--- config.mk ---
export PLATFORM = sky130hd
export DESIGN_NAME = utf8_validating_decoder_flat
export DESIGN_NICKNAME = d
export VERILOG_FILES = /design/src/rtl/core/utf8d_pkg.sv /design/src/rtl/core/utf8d_if.sv /design/src/rtl/core/utf8d_front.sv /design/src/rtl/core/utf8d_queue.sv /design/src/rtl/core/utf8d_back.sv /design/src/rtl/core/utf8_validating_decoder.sv /design/src/flat_wrapper.sv
export SDC_FILE = /design/constraint.sdc
export NUM_CORES = 1
export LEC_CHECK = 0
export BUFFER_PORTS_ARGS = -buffer_cell sky130_fd_sc_hd__buf_2
export CORE_ASPECT_RATIO = 0.6
export CORE_UTILIZATION = 55
export CTS_CLUSTER_SIZE = 16
export DETAILED_ROUTE_END_ITERATION = 10
export MAX_ROUTING_LAYER = met4
export PLACE_DENSITY = 0.77
export SLEW_MARGIN = 20
export SYNTH_ARGS = -nofsm -noshare
export SYNTH_HDL_FRONTEND = slang
export SYNTH_SLANG_ARGS = --single-unit
--- constraint.sdc ---
create_clock -name clk_i -period 3.45 [get_ports clk_i]
set_input_delay 0 -clock clk_i [delete_from_list [all_inputs] [get_ports clk_i]]
set_output_delay 0 -clock clk_i [all_outputs]
set_load 0.02 [all_outputs]
--- src/rtl/core/utf8d_pkg.sv ---
`timescale 1ns / 1ps
// Shared constants, job and status types, and lead-byte decoding for the UTF-8 decoder.
// Depends on nothing; every other file of the decoder imports it.
package utf8d_pkg;

  localparam int unsigned BYTE_W      = 8;
  localparam int unsigned CP_W        = 21;
  localparam int unsigned REP_W       = 3;   // holds 0 to 4 replacements
  localparam int unsigned QUEUE_DEPTH = 4;
  localparam int unsigned QPTR_W      = $clog2(QUEUE_DEPTH);
  localparam int unsigned QCNT_W      = $clog2(QUEUE_DEPTH + 1);

  localparam logic [CP_W-1:0] REPLACEMENT_CP = CP_W'(32'hFFFD);
  localparam logic [CP_W-1:0] MAX_CP         = CP_W'(32'h10FFFF);
  localparam logic [CP_W-1:0] SURR_LO        = CP_W'(32'hD800);
  localparam logic [CP_W-1:0] SURR_HI        = CP_W'(32'hDFFF);
  localparam logic [CP_W-1:0] MIN_CP_2B      = CP_W'(32'h80);
  localparam logic [CP_W-1:0] MIN_CP_3B      = CP_W'(32'h800);
  localparam logic [CP_W-1:0] MIN_CP_4B      = CP_W'(32'h10000);

  typedef enum logic [1:0] {
    LEAD_ASCII = 2'd0,
    LEAD_SEQ   = 2'd1,
    LEAD_BAD   = 2'd2
  } lead_kind_e;

  typedef struct packed {
    lead_kind_e      kind;
    logic [1:0]      need;
    logic [CP_W-1:0] bits;
  } lead_info_t;

  // Work for one input byte: a run of replacements, then optionally one decoded value.
  typedef struct packed {
    logic [REP_W-1:0] n_rep;
    logic             has_tail;
    logic [CP_W-1:0]  tail_cp;
  } job_t;

  typedef struct packed {
    logic valid;
    job_t job;
  } q_head_t;

  function automatic lead_info_t lead_decode(input logic [BYTE_W-1:0] b);
    lead_info_t li;
    li.kind = LEAD_BAD;
    li.need = 2'd0;
    li.bits = '0;
    if (b inside {[8'h00:8'h7F]}) begin
      li.kind = LEAD_ASCII;
      li.bits = CP_W'(b);
    end else if (b inside {[8'hC0:8'hDF]}) begin
      li.kind = LEAD_SEQ;
      li.need = 2'd1;
      li.bits = CP_W'(b & 8'h1F);
    end else if (b inside {[8'hE0:8'hEF]}) begin
      li.kind = LEAD_SEQ;
      li.need = 2'd2;
      li.bits = CP_W'(b & 8'h0F);
    end else if (b inside {[8'hF0:8'hF7]}) begin
      li.kind = LEAD_SEQ;
      li.need = 2'd3;
      li.bits = CP_W'(b & 8'h07);
    end
    return li;
  endfunction

  function automatic logic [CP_W-1:0] min_cp(input logic [1:0] need);
    logic [CP_W-1:0] m;
    case (need)
      2'd1:    m = MIN_CP_2B;
      2'd2:    m = MIN_CP_3B;
      default: m = MIN_CP_4B;
    endcase
    return m;
  endfunction

endpackage

--- src/rtl/core/utf8d_if.sv ---
`timescale 1ns / 1ps
// Valid/ready channel interfaces for the byte input and the code point output.
// Depends on utf8d_pkg for the field widths.
interface utf8d_in_if;
  import utf8d_pkg::*;
  logic              valid;
  logic              ready;
  logic [BYTE_W-1:0] byte_value;
  logic              end_of_text;

  modport source (output valid, output byte_value, output end_of_text, input ready);
  modport sink   (input valid, input byte_value, input end_of_text, output ready);
endinterface

interface utf8d_out_if;
  import utf8d_pkg::*;
  logic            valid;
  logic            ready;
  logic [CP_W-1:0] code_point;
  logic            is_replacement;
  logic            last_of_run;

  modport source (output valid, output code_point, output is_replacement,
                  output last_of_run, input ready);
  modport sink   (input valid, input code_point, input is_replacement,
                  input last_of_run, output ready);
endinterface

--- src/rtl/core/utf8d_front.sv ---
`timescale 1ns / 1ps
// Front end: accepts bytes, tracks the pending sequence and turns each byte that causes results into a job.
// Depends on utf8d_pkg and utf8d_if.
module utf8d_front
  import utf8d_pkg::*;
(
  input  logic        clk_i,
  input  logic        rst_ni,
  utf8d_in_if.sink    in_i,
  input  logic        q_full_i,
  output logic        push_o,
  output job_t        job_o
);

  logic [1:0]      exp_q, exp_d;
  logic [1:0]      seen_q, seen_d;
  logic [CP_W-1:0] part_q, part_d;

  logic            accept;
  logic            is_cont;
  lead_info_t      li;
  logic [REP_W-1:0] base_rep;
  logic [REP_W-1:0] seen_n;
  logic            do_lead;
  logic [CP_W-1:0] pv;
  logic [1:0]      exp_n, seen_nx;
  logic [CP_W-1:0] part_n;
  job_t            job;

  assign in_i.ready = !q_full_i;
  assign accept     = in_i.valid && in_i.ready;
  assign is_cont    = (in_i.byte_value[7:6] == 2'b10);
  assign li         = lead_decode(in_i.byte_value);
  assign seen_n     = REP_W'(seen_q) + REP_W'(1);
  assign pv         = {part_q[CP_W-7:0], in_i.byte_value[5:0]};

  always_comb begin
    job      = '0;
    base_rep = '0;
    do_lead  = 1'b0;
    exp_n    = exp_q;
    seen_nx  = seen_q;
    part_n   = part_q;

    if (exp_q == 2'd0) begin
      do_lead = 1'b1;
    end else if (is_cont) begin
      if (seen_n >= REP_W'(exp_q)) begin
        if (pv < min_cp(exp_q) || pv > MAX_CP || (pv >= SURR_LO && pv <= SURR_HI)) begin
          job.n_rep = REP_W'(1) + REP_W'(exp_q);
        end else begin
          job.has_tail = 1'b1;
          job.tail_cp  = pv;
        end
        exp_n   = 2'd0;
        seen_nx = 2'd0;
        part_n  = '0;
      end else if (in_i.end_of_text) begin
        job.n_rep = REP_W'(1) + seen_n;
        exp_n     = 2'd0;
        seen_nx   = 2'd0;
        part_n    = '0;
      end else begin
        seen_nx = seen_n[1:0];
        part_n  = pv;
      end
    end else begin
      // Broken sequence: one replacement for the lead and each gathered byte.
      base_rep  = REP_W'(1) + REP_W'(seen_q);
      job.n_rep = base_rep;
      exp_n     = 2'd0;
      seen_nx   = 2'd0;
      part_n    = '0;
      do_lead   = 1'b1;
    end

    if (do_lead) begin
      case (li.kind)
        LEAD_ASCII: begin
          job.has_tail = 1'b1;
          job.tail_cp  = li.bits;
        end
        LEAD_SEQ: begin
          if (in_i.end_of_text) begin
            job.n_rep = base_rep + REP_W'(1);
          end else begin
            exp_n   = li.need;
            seen_nx = 2'd0;
            part_n  = li.bits;
          end
        end
        default: begin
          job.n_rep = base_rep + REP_W'(1);
        end
      endcase
    end
  end

  assign exp_d  = accept ? exp_n   : exp_q;
  assign seen_d = accept ? seen_nx : seen_q;
  assign part_d = accept ? part_n  : part_q;
  assign push_o = accept && (job.n_rep != '0 || job.has_tail);
  assign job_o  = job;

  always_ff @(posedge clk_i or negedge rst_ni) begin
    if (!rst_ni) begin
      exp_q  <= 2'd0;
      seen_q <= 2'd0;
      part_q <= '0;
    end else begin
      exp_q  <= exp_d;
      seen_q <= seen_d;
      part_q <= part_d;
    end
  end

  a_seen_below_expected: assert property (@(posedge clk_i) disable iff (!rst_ni)
    exp_q != 2'd0 |-> seen_q < exp_q)
    else $error("gathered count reached the sequence length while still pending");

  a_idle_part_clear: assert property (@(posedge clk_i) disable iff (!rst_ni)
    exp_q == 2'd0 |-> part_q == '0)
    else $error("partial value left over with no sequence pending");

endmodule

--- src/rtl/core/utf8d_queue.sv ---
`timescale 1ns / 1ps
// Short show-ahead job queue between the front end and the result expander.
// Depends on utf8d_pkg.
module utf8d_queue
  import utf8d_pkg::*;
(
  input  logic    clk_i,
  input  logic    rst_ni,
  input  logic    push_i,
  input  job_t    job_i,
  input  logic    pop_i,
  output logic    full_o,
  output q_head_t head_o
);

  job_t              mem_q [QUEUE_DEPTH];
  logic [QPTR_W-1:0] wr_ptr_q, rd_ptr_q;
  logic [QCNT_W-1:0] count_q;
  logic              do_pop;

  assign full_o      = (count_q == QCNT_W'(QUEUE_DEPTH));
  assign head_o.valid = (count_q != '0);
  assign head_o.job   = mem_q[rd_ptr_q];
  assign do_pop      = pop_i && head_o.valid;

  always_ff @(posedge clk_i) begin
    if (push_i) begin
      mem_q[wr_ptr_q] <= job_i;
    end
  end

  always_ff @(posedge clk_i or negedge rst_ni) begin
    if (!rst_ni) begin
      wr_ptr_q <= '0;
      rd_ptr_q <= '0;
      count_q  <= '0;
    end else begin
      if (push_i) begin
        wr_ptr_q <= wr_ptr_q + QPTR_W'(1);
      end
      if (do_pop) begin
        rd_ptr_q <= rd_ptr_q + QPTR_W'(1);
      end
      if (push_i && !do_pop) begin
        count_q <= count_q + QCNT_W'(1);
      end else if (!push_i && do_pop) begin
        count_q <= count_q - QCNT_W'(1);
      end
    end
  end

  a_no_overflow: assert property (@(posedge clk_i) disable iff (!rst_ni)
    push_i |-> !full_o)
    else $error("job written into a full queue");

endmodule

--- src/rtl/core/utf8d_back.sv ---
`timescale 1ns / 1ps
// Back end: expands the head job into results in an output register, one per cycle unless stalled.
// Depends on utf8d_pkg and utf8d_if.
module utf8d_back
  import utf8d_pkg::*;
(
  input  logic        clk_i,
  input  logic        rst_ni,
  input  q_head_t     head_i,
  output logic        pop_o,
  utf8d_out_if.source out_o
);

  logic [1:0]       idx_q, idx_d;
  logic             valid_q, valid_d;
  logic [CP_W-1:0]  cp_q, cp_d;
  logic             rep_q, rep_d;
  logic             last_q, last_d;

  logic [REP_W-1:0] total;
  logic [REP_W-1:0] idx_ext;
  logic             load;
  logic             is_rep;
  logic             is_last;

  assign total   = head_i.job.n_rep + REP_W'(head_i.job.has_tail);
  assign idx_ext = REP_W'(idx_q);
  assign is_rep  = idx_ext < head_i.job.n_rep;
  assign is_last = (idx_ext + REP_W'(1)) == total;
  assign load    = head_i.valid && (!valid_q || out_o.ready);
  assign pop_o   = load && is_last;

  always_comb begin
    valid_d = valid_q;
    cp_d    = cp_q;
    rep_d   = rep_q;
    last_d  = last_q;
    idx_d   = idx_q;
    if (load) begin
      valid_d = 1'b1;
      cp_d    = is_rep ? REPLACEMENT_CP : head_i.job.tail_cp;
      rep_d   = is_rep;
      last_d  = is_last;
      idx_d   = is_last ? 2'd0 : idx_q + 2'd1;
    end else if (out_o.ready) begin
      valid_d = 1'b0;
    end
  end

  always_ff @(posedge clk_i or negedge rst_ni) begin
    if (!rst_ni) begin
      valid_q <= 1'b0;
      idx_q   <= 2'd0;
    end else begin
      valid_q <= valid_d;
      idx_q   <= idx_d;
    end
  end

  always_ff @(posedge clk_i) begin
    cp_q   <= cp_d;
    rep_q  <= rep_d;
    last_q <= last_d;
  end

  assign out_o.valid          = valid_q;
  assign out_o.code_point     = cp_q;
  assign out_o.is_replacement = rep_q;
  assign out_o.last_of_run    = last_q;

  a_job_not_empty: assert property (@(posedge clk_i) disable iff (!rst_ni)
    head_i.valid |-> total != '0)
    else $error("queued job carries no results");

  a_mid_job_head_held: assert property (@(posedge clk_i) disable iff (!rst_ni)
    idx_q != 2'd0 |-> head_i.valid)
    else $error("job left the queue before all its results were sent");

endmodule

--- src/rtl/core/utf8_validating_decoder.sv ---
`timescale 1ns / 1ps
// Top level of the validating UTF-8 decoder: front end, job queue and result expander.
// Depends on utf8d_pkg, utf8d_if, utf8d_front, utf8d_queue and utf8d_back.
//
// Usage:
//   in_i carries one byte of UTF-8 text per transaction, with end_of_text set on
//   the final byte. out_o carries decoded code points; a malformed sequence gives
//   0xFFFD with is_replacement set, one for the lead byte and one for each
//   continuation byte already taken. Each byte causes zero to four results, and
//   last_of_run marks the final result caused by a given byte. A byte that opens
//   or extends a sequence which then stays open causes no result but the replacements for any sequence it breaks.
// Path: a byte's job is written into the job queue, then loaded from the queue head
//   into the output register that drives out_o; while that register holds a stalled
//   transaction, the load waits.
// Throughput: one byte per cycle is accepted while the four-entry job queue has
//   room; the output side sends one result per cycle while out_o.ready is high,
//   and the queue absorbs the difference when a byte causes several results.
// Reset: rst_ni clears the pending sequence, empties the queue and drops
//   out_o.valid; bytes are accepted from the first cycle after reset.
// Stalls: when out_o.ready is low the output register holds its transaction;
//   the front end keeps decoding until the queue fills, then drops in_i.ready.
module utf8_validating_decoder
  import utf8d_pkg::*;
(
  input  logic        clk_i,
  input  logic        rst_ni,
  utf8d_in_if.sink    in_i,
  utf8d_out_if.source out_o
);

  logic    q_full;
  logic    push;
  job_t    job;
  logic    pop;
  q_head_t head;

  // Classifies every accepted byte and updates the pending-sequence state.
  utf8d_front u_front (
    .clk_i    (clk_i),
    .rst_ni   (rst_ni),
    .in_i     (in_i),
    .q_full_i (q_full),
    .push_o   (push),
    .job_o    (job)
  );

  // Decouples the byte side from the result side.
  utf8d_queue u_queue (
    .clk_i  (clk_i),
    .rst_ni (rst_ni),
    .push_i (push),
    .job_i  (job),
    .pop_i  (pop),
    .full_o (q_full),
    .head_o (head)
  );

  // Sends the results of the head job, one per cycle while out_o.ready is high.
  utf8d_back u_back (
    .clk_i  (clk_i),
    .rst_ni (rst_ni),
    .head_i (head),
    .pop_o  (pop),
    .out_o  (out_o)
  );

endmodule
--- src/flat_wrapper.sv ---
// flat-port wrapper written by rule: the top's interface ports become plain ports
module utf8_validating_decoder_flat import utf8d_pkg::*;
  (clk_i, rst_ni, in_i_valid, in_i_byte_value, in_i_end_of_text, in_i_ready, out_o_valid, out_o_code_point, out_o_is_replacement, out_o_last_of_run, out_o_ready);
  utf8d_in_if in_i_i ();
  utf8d_out_if out_o_i ();
  input  logic clk_i;
  input  logic rst_ni;
  input wire logic [$bits(in_i_i.valid)-1:0] in_i_valid;
  input wire logic [$bits(in_i_i.byte_value)-1:0] in_i_byte_value;
  input wire logic [$bits(in_i_i.end_of_text)-1:0] in_i_end_of_text;
  output wire logic [$bits(in_i_i.ready)-1:0] in_i_ready;
  output wire logic [$bits(out_o_i.valid)-1:0] out_o_valid;
  output wire logic [$bits(out_o_i.code_point)-1:0] out_o_code_point;
  output wire logic [$bits(out_o_i.is_replacement)-1:0] out_o_is_replacement;
  output wire logic [$bits(out_o_i.last_of_run)-1:0] out_o_last_of_run;
  input wire logic [$bits(out_o_i.ready)-1:0] out_o_ready;
  assign in_i_i.valid = in_i_valid;
  assign in_i_i.byte_value = in_i_byte_value;
  assign in_i_i.end_of_text = in_i_end_of_text;
  assign in_i_ready = in_i_i.ready;
  assign out_o_valid = out_o_i.valid;
  assign out_o_code_point = out_o_i.code_point;
  assign out_o_is_replacement = out_o_i.is_replacement;
  assign out_o_last_of_run = out_o_i.last_of_run;
  assign out_o_i.ready = out_o_ready;
  utf8_validating_decoder u_core (.clk_i(clk_i), .rst_ni(rst_ni), .in_i(in_i_i), .out_o(out_o_i));
endmodule
==> results of run 1 <==
-- placed cells by master (no fill, tap or decap), types with 13 or more instances in the layout --
cell / instances
mux4_2: 25
or3_1: 15
buf_2: 37
buf_4: 15
clkbuf_16: 17
nand2_1: 20
ha_1: 19
dfrtp_1: 28
edfxtp_1: 123
a22o_1: 13
inv_1: 16
and2_1: 13
-- kinds of logic after synthesis --
group / share of synthesized area, %
adder cells (fa/ha/maj): 4.273
AO/OA/AOI/OAI: 5.910
flip-flops: 67.99
multiplexers: 9.413
AND/OR/NAND/NOR: 9.105
XOR/XNOR: 1.617
buffers and inverters: 1.694
-- through the flow --
| step | cell area (µm²) | std cells | hold WS (ns) | util (%) |
|---|---|---|---|---|
| floorplan | 6518 | 392 | -0.2956 | - |
| global placement | 6982 | 592 | 0.08276 | 61.18 |
| detailed placement | 6982 | 592 | 0.1006 | 61.18 |
| CTS | 7675 | 632 | 0.02341 | 67.26 |
| global route | 7684 | 632 | 0.03768 | 67.34 |
| finish | 7684 | 632 | 0.03899 | 67.34 |
-- metal layers --
layer / GRT usage (%) / share of wire, %
met5: - / 0
met4: 7.722 / 1.0
met3: 4.420 / 7.0
met2: 35.38 / 47
met1: 34.06 / 45
-- critical path: stages, from the launching register on --
cell and delay, ns:
dfrtp_1 0.38, buf_4 0.16, ha_1 0.30, nor2b_1 0.24, o31ai_4 0.08, or2_2 0.28, o21ai_0 0.26, o22a_1 0.30
o41a_4 0.17, buf_4 0.14, and2_2 0.66
-- sequential cells by signal (all words and copies together) (netlist names) --
| register | cells |
|---|---|
| u_core.u_queue.mem_q | 100 |
| u_core.u_back.out_o.code_point | 21 |
| u_core.u_front.part_q | 15 |
| u_core.u_queue.count_q | 3 |
| u_core.u_back.idx_q | 2 |
| u_core.u_front.exp_q | 2 |
| u_core.u_front.seen_q | 2 |
| u_core.u_queue.rd_ptr_q | 2 |
| u_core.u_queue.wr_ptr_q | 2 |
| u_core.u_back.out_o.is_replacement | 1 |
| u_core.u_back.out_o.last_of_run | 1 |
| u_core.u_back.out_o.valid | 1 |
-- how the worst min path moves through the flow --
stage	end	cells past startpoint	start	slack [ns]
6_report	u_core.u_front.seen_q[1]$_DFFE_PN0P_	3	in_i_valid	0.04
3_3_place_gp	u_core.u_back.idx_q[1]$_DFFE_PN0P_	1	rst_ni	0.08
2_1_floorplan	u_core.u_back.idx_q[0]$_DFFE_PN0P_	0	rst_ni	-0.30
3_5_place_dp	u_core.u_queue.rd_ptr_q[1]$_DFFE_PN0P_	1	rst_ni	0.10
5_1_grt	u_core.u_front.part_q[4]$_DFFE_PN0P_	3	in_i_byte_value[7]	0.04
4_1_cts	u_core.u_front.part_q[4]$_DFFE_PN0P_	3	in_i_byte_value[7]	0.02
-- cell type report --
| class | instances | area, µm² |
|---|---|---|
| tap | 160 | 200.2 |
| sequential | 152 | 4420 |
| timing repair buffer | 61 | 397.9 |
| fill | 786 | 3727 |
| multi-input combinational | 211 | 1992 |
| clock buffer | 17 | 425.4 |
| inverter | 16 | 60.06 |
| clock inverter | 15 | 187.7 |
-- repair_timing --
| action | 4_1_cts | 5_1_grt |
|---|---|---|
| gates resized for setup | 0 | 4 |
| hold buffers | 8 | 0 |
| endpoints found under the hold margin | 50 | 0 |
| setup endpoints to repair | 0 | 5 |
-- where the power goes --
group          total (mW)  internal, mW  switching, mW
Clock                1.89          1.10          0.786
Sequential           2.72          2.53          0.188
Combinational        2.24         0.985           1.26
==> results.sh, run 1 <==
export IMPL_synthArstFlopShare_pct=19.08
export IMPL_ys_seq_elements=152
export IMPL_clkTransAtPathRegs_ns=0.06
export IMPL_synth_edf_count=123
export IMPL_grt_pass1_vias=3683
export IMPL_cp_required_ns=3.49
export IMPL_avgRoutedWirePerCell_um=20.45
export IMPL_preCtsSetupSlack_ns=0.1186
export IMPL_grt_usage_pct=23.92
export IMPL_yosys_most_used_dff="edfxtp_1"
export IMPL_ios=38
export IMPL_drtPass1Iterations=5
export IMPL_drive_gt1_share_pct=29.45
export IMPL_crit_type="register to register"
export IMPL_leakagePower_nw=2.847
export IMPL_initial_core_util_pct=56.96
export IMPL_max_cap_violations=0
export IMPL_dieArea_mm2=0.01227
export IMPL_grt_max_degree=30
export IMPL_drtAntennaViolNets=0
export IMPL_clock_sinks=152
export IMPL_overflow=0
export IMPL_rsz0062_at_grt="no"
export IMPL_numPortBuffers=37
export IMPL_totalPowerFinal_mw=6.848
export IMPL_slew_violations=0
export IMPL_cts_tree="built"
export IMPL_place_hpwl_mm=8.261
export IMPL_status="finished clean"
export IMPL_drtIter0Drc=239
export IMPL_hold_class="primary input to register"
export IMPL_cts_buffer_depth=2
export IMPL_fin_nets=493
export IMPL_netlist_area_mm2=0.006500
export IMPL_finalSetupViolCount=0
export IMPL_tightest_slew_ns=0.8920
export IMPL_areaGrowthSynthToFinish_pct=18.21
export IMPL_r2r_start="u_core.u_front.exp_q[0]$_DFFE_PN0P_"
export IMPL_wl_mm=12.93
export IMPL_avgSynthCellArea_um2=16.58
export IMPL_diodes=0
export IMPL_yosys_warnings=0
export IMPL_crit_path_max_fanout=25
export IMPL_syn_instance_count=392
export IMPL_yosysTopAreaCell="edfxtp_1"
export IMPL_core_rowCount=30
export IMPL_worstPathArrival_ns=3.38
export IMPL_cts_buffers=17
export IMPL_synth_top_cells_by_count="edfxtp_1 (123), dfrtp_1 (29), mux4_2 (25), nand2_1 (20), ha_1 (19)"
export IMPL_start_kind="register"
export IMPL_syn_nets=426
export IMPL_postCtsSetupBuffers=0
export IMPL_setup_ws_ns=0.1038
export IMPL_vdd_drop_max_mv=0.5304
export IMPL_reg2reg_slack_ns=0.10
export IMPL_synth_distinct_cells=51
export IMPL_drc=0
export IMPL_finalCriticalPeriod_ns=3.346
export IMPL_vias_per_cell=5.837
export IMPL_finalHoldViolations=0
export IMPL_yosysSeqAreaShare_pct=67.99
export IMPL_maxSlewHeadroom_pct=40.31
export IMPL_yosys_top_cells_area="edfxtp_1 (57%), dfrtp_1 (11%), mux4_2 (8.7%)"
export IMPL_timing_final_crit_share_pct=96.99
export IMPL_antenna_found_initial=0
export IMPL_vias=3689
export IMPL_clkLatencyLatePin_ns=0.41
export IMPL_gp_congestion=0.8996
export IMPL_setup_tns_ns=0
export IMPL_die_h_um=86.21
export IMPL_core_mm2=0.01141
export IMPL_cp_startpoint="u_core.u_front.exp_q[0]$_DFFE_PN0P_"
export IMPL_r2r_end="u_core.u_queue.mem_q[2][7]$_DFFE_PP_"
export IMPL_p_per_area_mw_per_mm2=891.2
export IMPL_cp_endpoint="u_core.u_queue.mem_q[2][7]$_DFFE_PP_"
export IMPL_fp_dieW_um=142.3
export IMPL_max_freq_ghz=0.2988
export IMPL_cts_max_level=4
export IMPL_skew_ns=0.01031
export IMPL_synth_top_area_share_pct=56.82
export IMPL_reg2reg_depth=10
export IMPL_clock_root_buffer="clkbuf_16"
export IMPL_endpoint_kind="register"
export IMPL_grt_pass1_wl_mm=20.35
export IMPL_synth_most_common_cell="edfxtp_1"
Power figures use the tool's default switching activity.
==> run 2: changes to the inputs <==
--- a/config.mk
+++ b/config.mk
@@ -7,11 +7,11 @@
 export LEC_CHECK = 0
 export BUFFER_PORTS_ARGS = -buffer_cell sky130_fd_sc_hd__buf_2
 export CORE_ASPECT_RATIO = 0.6
-export CORE_UTILIZATION = 55
+export CORE_UTILIZATION = 60
 export CTS_CLUSTER_SIZE = 16
 export DETAILED_ROUTE_END_ITERATION = 10
 export MAX_ROUTING_LAYER = met4
-export PLACE_DENSITY = 0.77
+export PLACE_DENSITY = 0.8
 export SLEW_MARGIN = 20
 export SYNTH_ARGS = -nofsm -noshare
 export SYNTH_HDL_FRONTEND = slang
==> constraint.sdc (replaced) <==
create_clock -name clk_i -period 3.25 [get_ports clk_i]
set_input_delay 0 -clock clk_i [delete_from_list [all_inputs] [get_ports clk_i]]
set_output_delay 0 -clock clk_i [all_outputs]
set_load 0.02 [all_outputs]
==> run 2 against run 1 <==
  * Worst setup slack worse by 0.057 ns
  * Worst hold slack worse by 0.0096 ns
  * Design area is 2.3% higher
  * Maximum frequency is 4.5% higher
  * Register-to-register slack worse by 0.06 ns
  * Sequential share of layout area is 1.3 points lower
==> results.sh, run 2 (synthesis gave the netlist of run 1 again) <==
export IMPL_antenna_found_initial=0
export IMPL_drtAntennaViolNets=0
export IMPL_skew_ns=0.009398
export IMPL_placed_cells=583
export IMPL_maxSlewHeadroom_pct=50.17
export IMPL_core_mm2=0.01056
export IMPL_path_common_cell="ha_1"
export IMPL_areaGrowthSynthToFinish_pct=20.90
export IMPL_slowest_stage="o41a_4"
export IMPL_place_hpwl_mm=8.575
export IMPL_largest_register="u_core.u_queue.mem_q"
export IMPL_rsz0062_at_grt="yes"
export IMPL_endpoint_kind="register"
export IMPL_finalHoldViolations=0
export IMPL_cts_buffers=17
export IMPL_fin_nets=514
export IMPL_drtPass1Iterations=5
export IMPL_drtIter0Drc=302
export IMPL_fin_util_pct=74.43
export IMPL_power_share_combinational_pct=34.7
export IMPL_preCtsSetupSlack_ns=-0.004784
export IMPL_initial_core_util_pct=61.56
export IMPL_grt_pass1_wl_mm=19.97
export IMPL_finalCriticalPeriod_ns=3.203
export IMPL_tightest_slew_ns=0.7475
export IMPL_cts_buffer_depth=2
export IMPL_cts_tree="built"
export IMPL_p_sw_share_pct=32.83
export IMPL_fp_dieW_um=136.4
export IMPL_cts_max_level=4
export IMPL_totalPowerFinal_mw=7.390
export IMPL_drc=0
export IMPL_setup_ws_ns=0.04678
export IMPL_clock_sinks=152
export IMPL_wl_mm=13.31
export IMPL_diodes=0
export IMPL_r2r_start="u_core.u_front.exp_q[1]$_DFFE_PN0P_"
export IMPL_clock_root_buffer="clkbuf_16"
export IMPL_internal_power_mw=4.964
export IMPL_largest_reg_flops=100
export IMPL_slew_violations=0
export IMPL_max_cap_violations=0
export IMPL_mostFrequentLayoutCells="edfxtp_1 (123), buf_2 (37), buf_4 (33), dfrtp_1 (29), mux4_2 (25)"
export IMPL_layout_commonest_cell="edfxtp_1"
export IMPL_grt_usage_pct=26.17
export IMPL_hold_class="primary input to register"
export IMPL_p_per_area_mw_per_mm2=940.3
export IMPL_gp_congestion=0.8786
export IMPL_vdd_drop_max_mv=0.5620
export IMPL_crit_type="register to register"
export IMPL_layout_cells_non_filler=632
export IMPL_slowest_delay_ns=0.51
export IMPL_core_rowCount=29
export IMPL_multi_input_area_mm2=0.002033
export IMPL_ios=38
export IMPL_p_switching_mw=2.426
export IMPL_overflow=0
export IMPL_clkPwrFrac_pct=26.1
export IMPL_die_h_um=82.62
export IMPL_clkTransAtPathRegs_ns=0.06
export IMPL_max_freq_ghz=0.3122
export IMPL_leakagePower_nw=2.969
export IMPL_critPathTopFamily="adder cells"
export IMPL_crit_chain="inv_1, ha_1, ha_1, o211ai_1, nand3_2, a21oi_2, o22a_1, o41a_4, ha_4, inv_2, fa_1, mux2_4"
export IMPL_clkLatencyLatePin_ns=0.43
export IMPL_drive_gt1_share_pct=34.28
export IMPL_grt_max_degree=30
export IMPL_p_seq_share_pct=39.2
export IMPL_avgRoutedWirePerCell_um=21.06
export IMPL_vias_per_cell=6.022
export IMPL_holdWs_ns=0.02942
export IMPL_worstPathArrival_ns=3.51
export IMPL_cp_required_ns=3.56
export IMPL_start_kind="register"
export IMPL_hp_start="in_i_valid"
export IMPL_numPortBuffers=37
export IMPL_dieArea_mm2=0.01127
export IMPL_n_fill_cell=606
export IMPL_grt_pass1_vias=3636
export IMPL_final_seq_area_mm2=0.004419
export IMPL_finalSetupViolCount=0
export IMPL_crit_path_max_fanout=3
export IMPL_critPathBufInv=2
export IMPL_timing_final_crit_share_pct=98.56
export IMPL_status="finished clean"
export IMPL_cp_startpoint="u_core.u_front.exp_q[1]$_DFFE_PN0P_"
export IMPL_vias=3806
run 2: changes by cell type in the layout (fill, tap and decap cells not counted), sizes merged:
cell	before	now
buf	53	74
inv	24	26
bufinv	2	1
clkinv	4	3
run 2: final timing paths:
| path | endpoint | slack [ns] | cells past startpoint |
|---|---|---|---|
| max | u_core.u_queue.count_q[1]$_DFFE_PN0P_ | 0.05 | 12 |
| min | u_core.u_front.seen_q[1]$_DFFE_PN0P_ | 0.03 | 3 |
| max reg2reg | u_core.u_queue.count_q[1]$_DFFE_PN0P_ | 0.05 | 12 |
| min reg2reg | u_core.u_back.out_o.valid$_DFFE_PN0P_ | 0.53 | 2 |
| max in group asynchronous | u_core.u_front.seen_q[1]$_DFFE_PN0P_ | 2.56 | 2 |
| min in group asynchronous | u_core.u_front.part_q[12]$_DFFE_PN0P_ | 0.21 | 2 |
run 2: worst min-delay path, stage by stage:
cell,delay (ns)
buf_2,0.10
nand2_1,0.19
o31ai_1,0.11
run 2: power by group through the flow:
stage	Sequential [mW]	Clock (mW)	Combinational (mW)
floorplan	3.02	0	1.54
detailed placement	2.93	0	2.46
finish	2.90	1.93	2.56
global placement	2.90	0	2.42
global route	2.94	2.03	2.80
CTS	2.90	1.95	2.52
run 2: what timing repair did:
| item | 4_1_cts | 5_1_grt |
|---|---|---|
| gates resized for setup | 0 | 10 |
| hold buffers | 8 | 0 |
| buffers inserted | 3 | 6 |
| endpoints found under the setup margin | 2 | 2 |
| pin swaps | 2 | 5 |
| endpoints found under the hold margin | 50 | 0 |
run 2: routing by layer:
| layer | vias to the layer above | wire length, µm | part of all wire [%] | track usage, % |
|---|---|---|---|---|
| met4 | 0 | 362 | 2.7 | 10.89 |
| met1 | 1900 | 5853 | 44 | 34.97 |
| met3 | 36 | 919 | 6.9 | 6.471 |
| met2 | 175 | 6173 | 46 | 38.83 |
| met5 | - | 0 | 0 | - |
| li1 | 1695 | - | - | - |
run 2: final cells by class:
| cell class | count | area share, % |
|---|---|---|
| repair buffers | 82 | 7.547 |
| multi-input cells | 211 | 25.87 |
| well taps | 139 | 2.213 |
| clock buffers | 17 | 5.413 |
| flip-flops and latches | 152 | 56.23 |
| clock inverters | 15 | 1.958 |
| inverters | 16 | 0.7642 |
run 2: stage by stage:
| step | cell area, µm² | setup TNS (ns) |
|---|---|---|
| floorplan | 6543 | 0 |
| global placement | 7101 | 0 |
| detailed placement | 7101 | -0.004784 |
| CTS | 7782 | -0.003355 |
| global route | 7859 | -0.1597 |
| finish | 7859 | 0 |
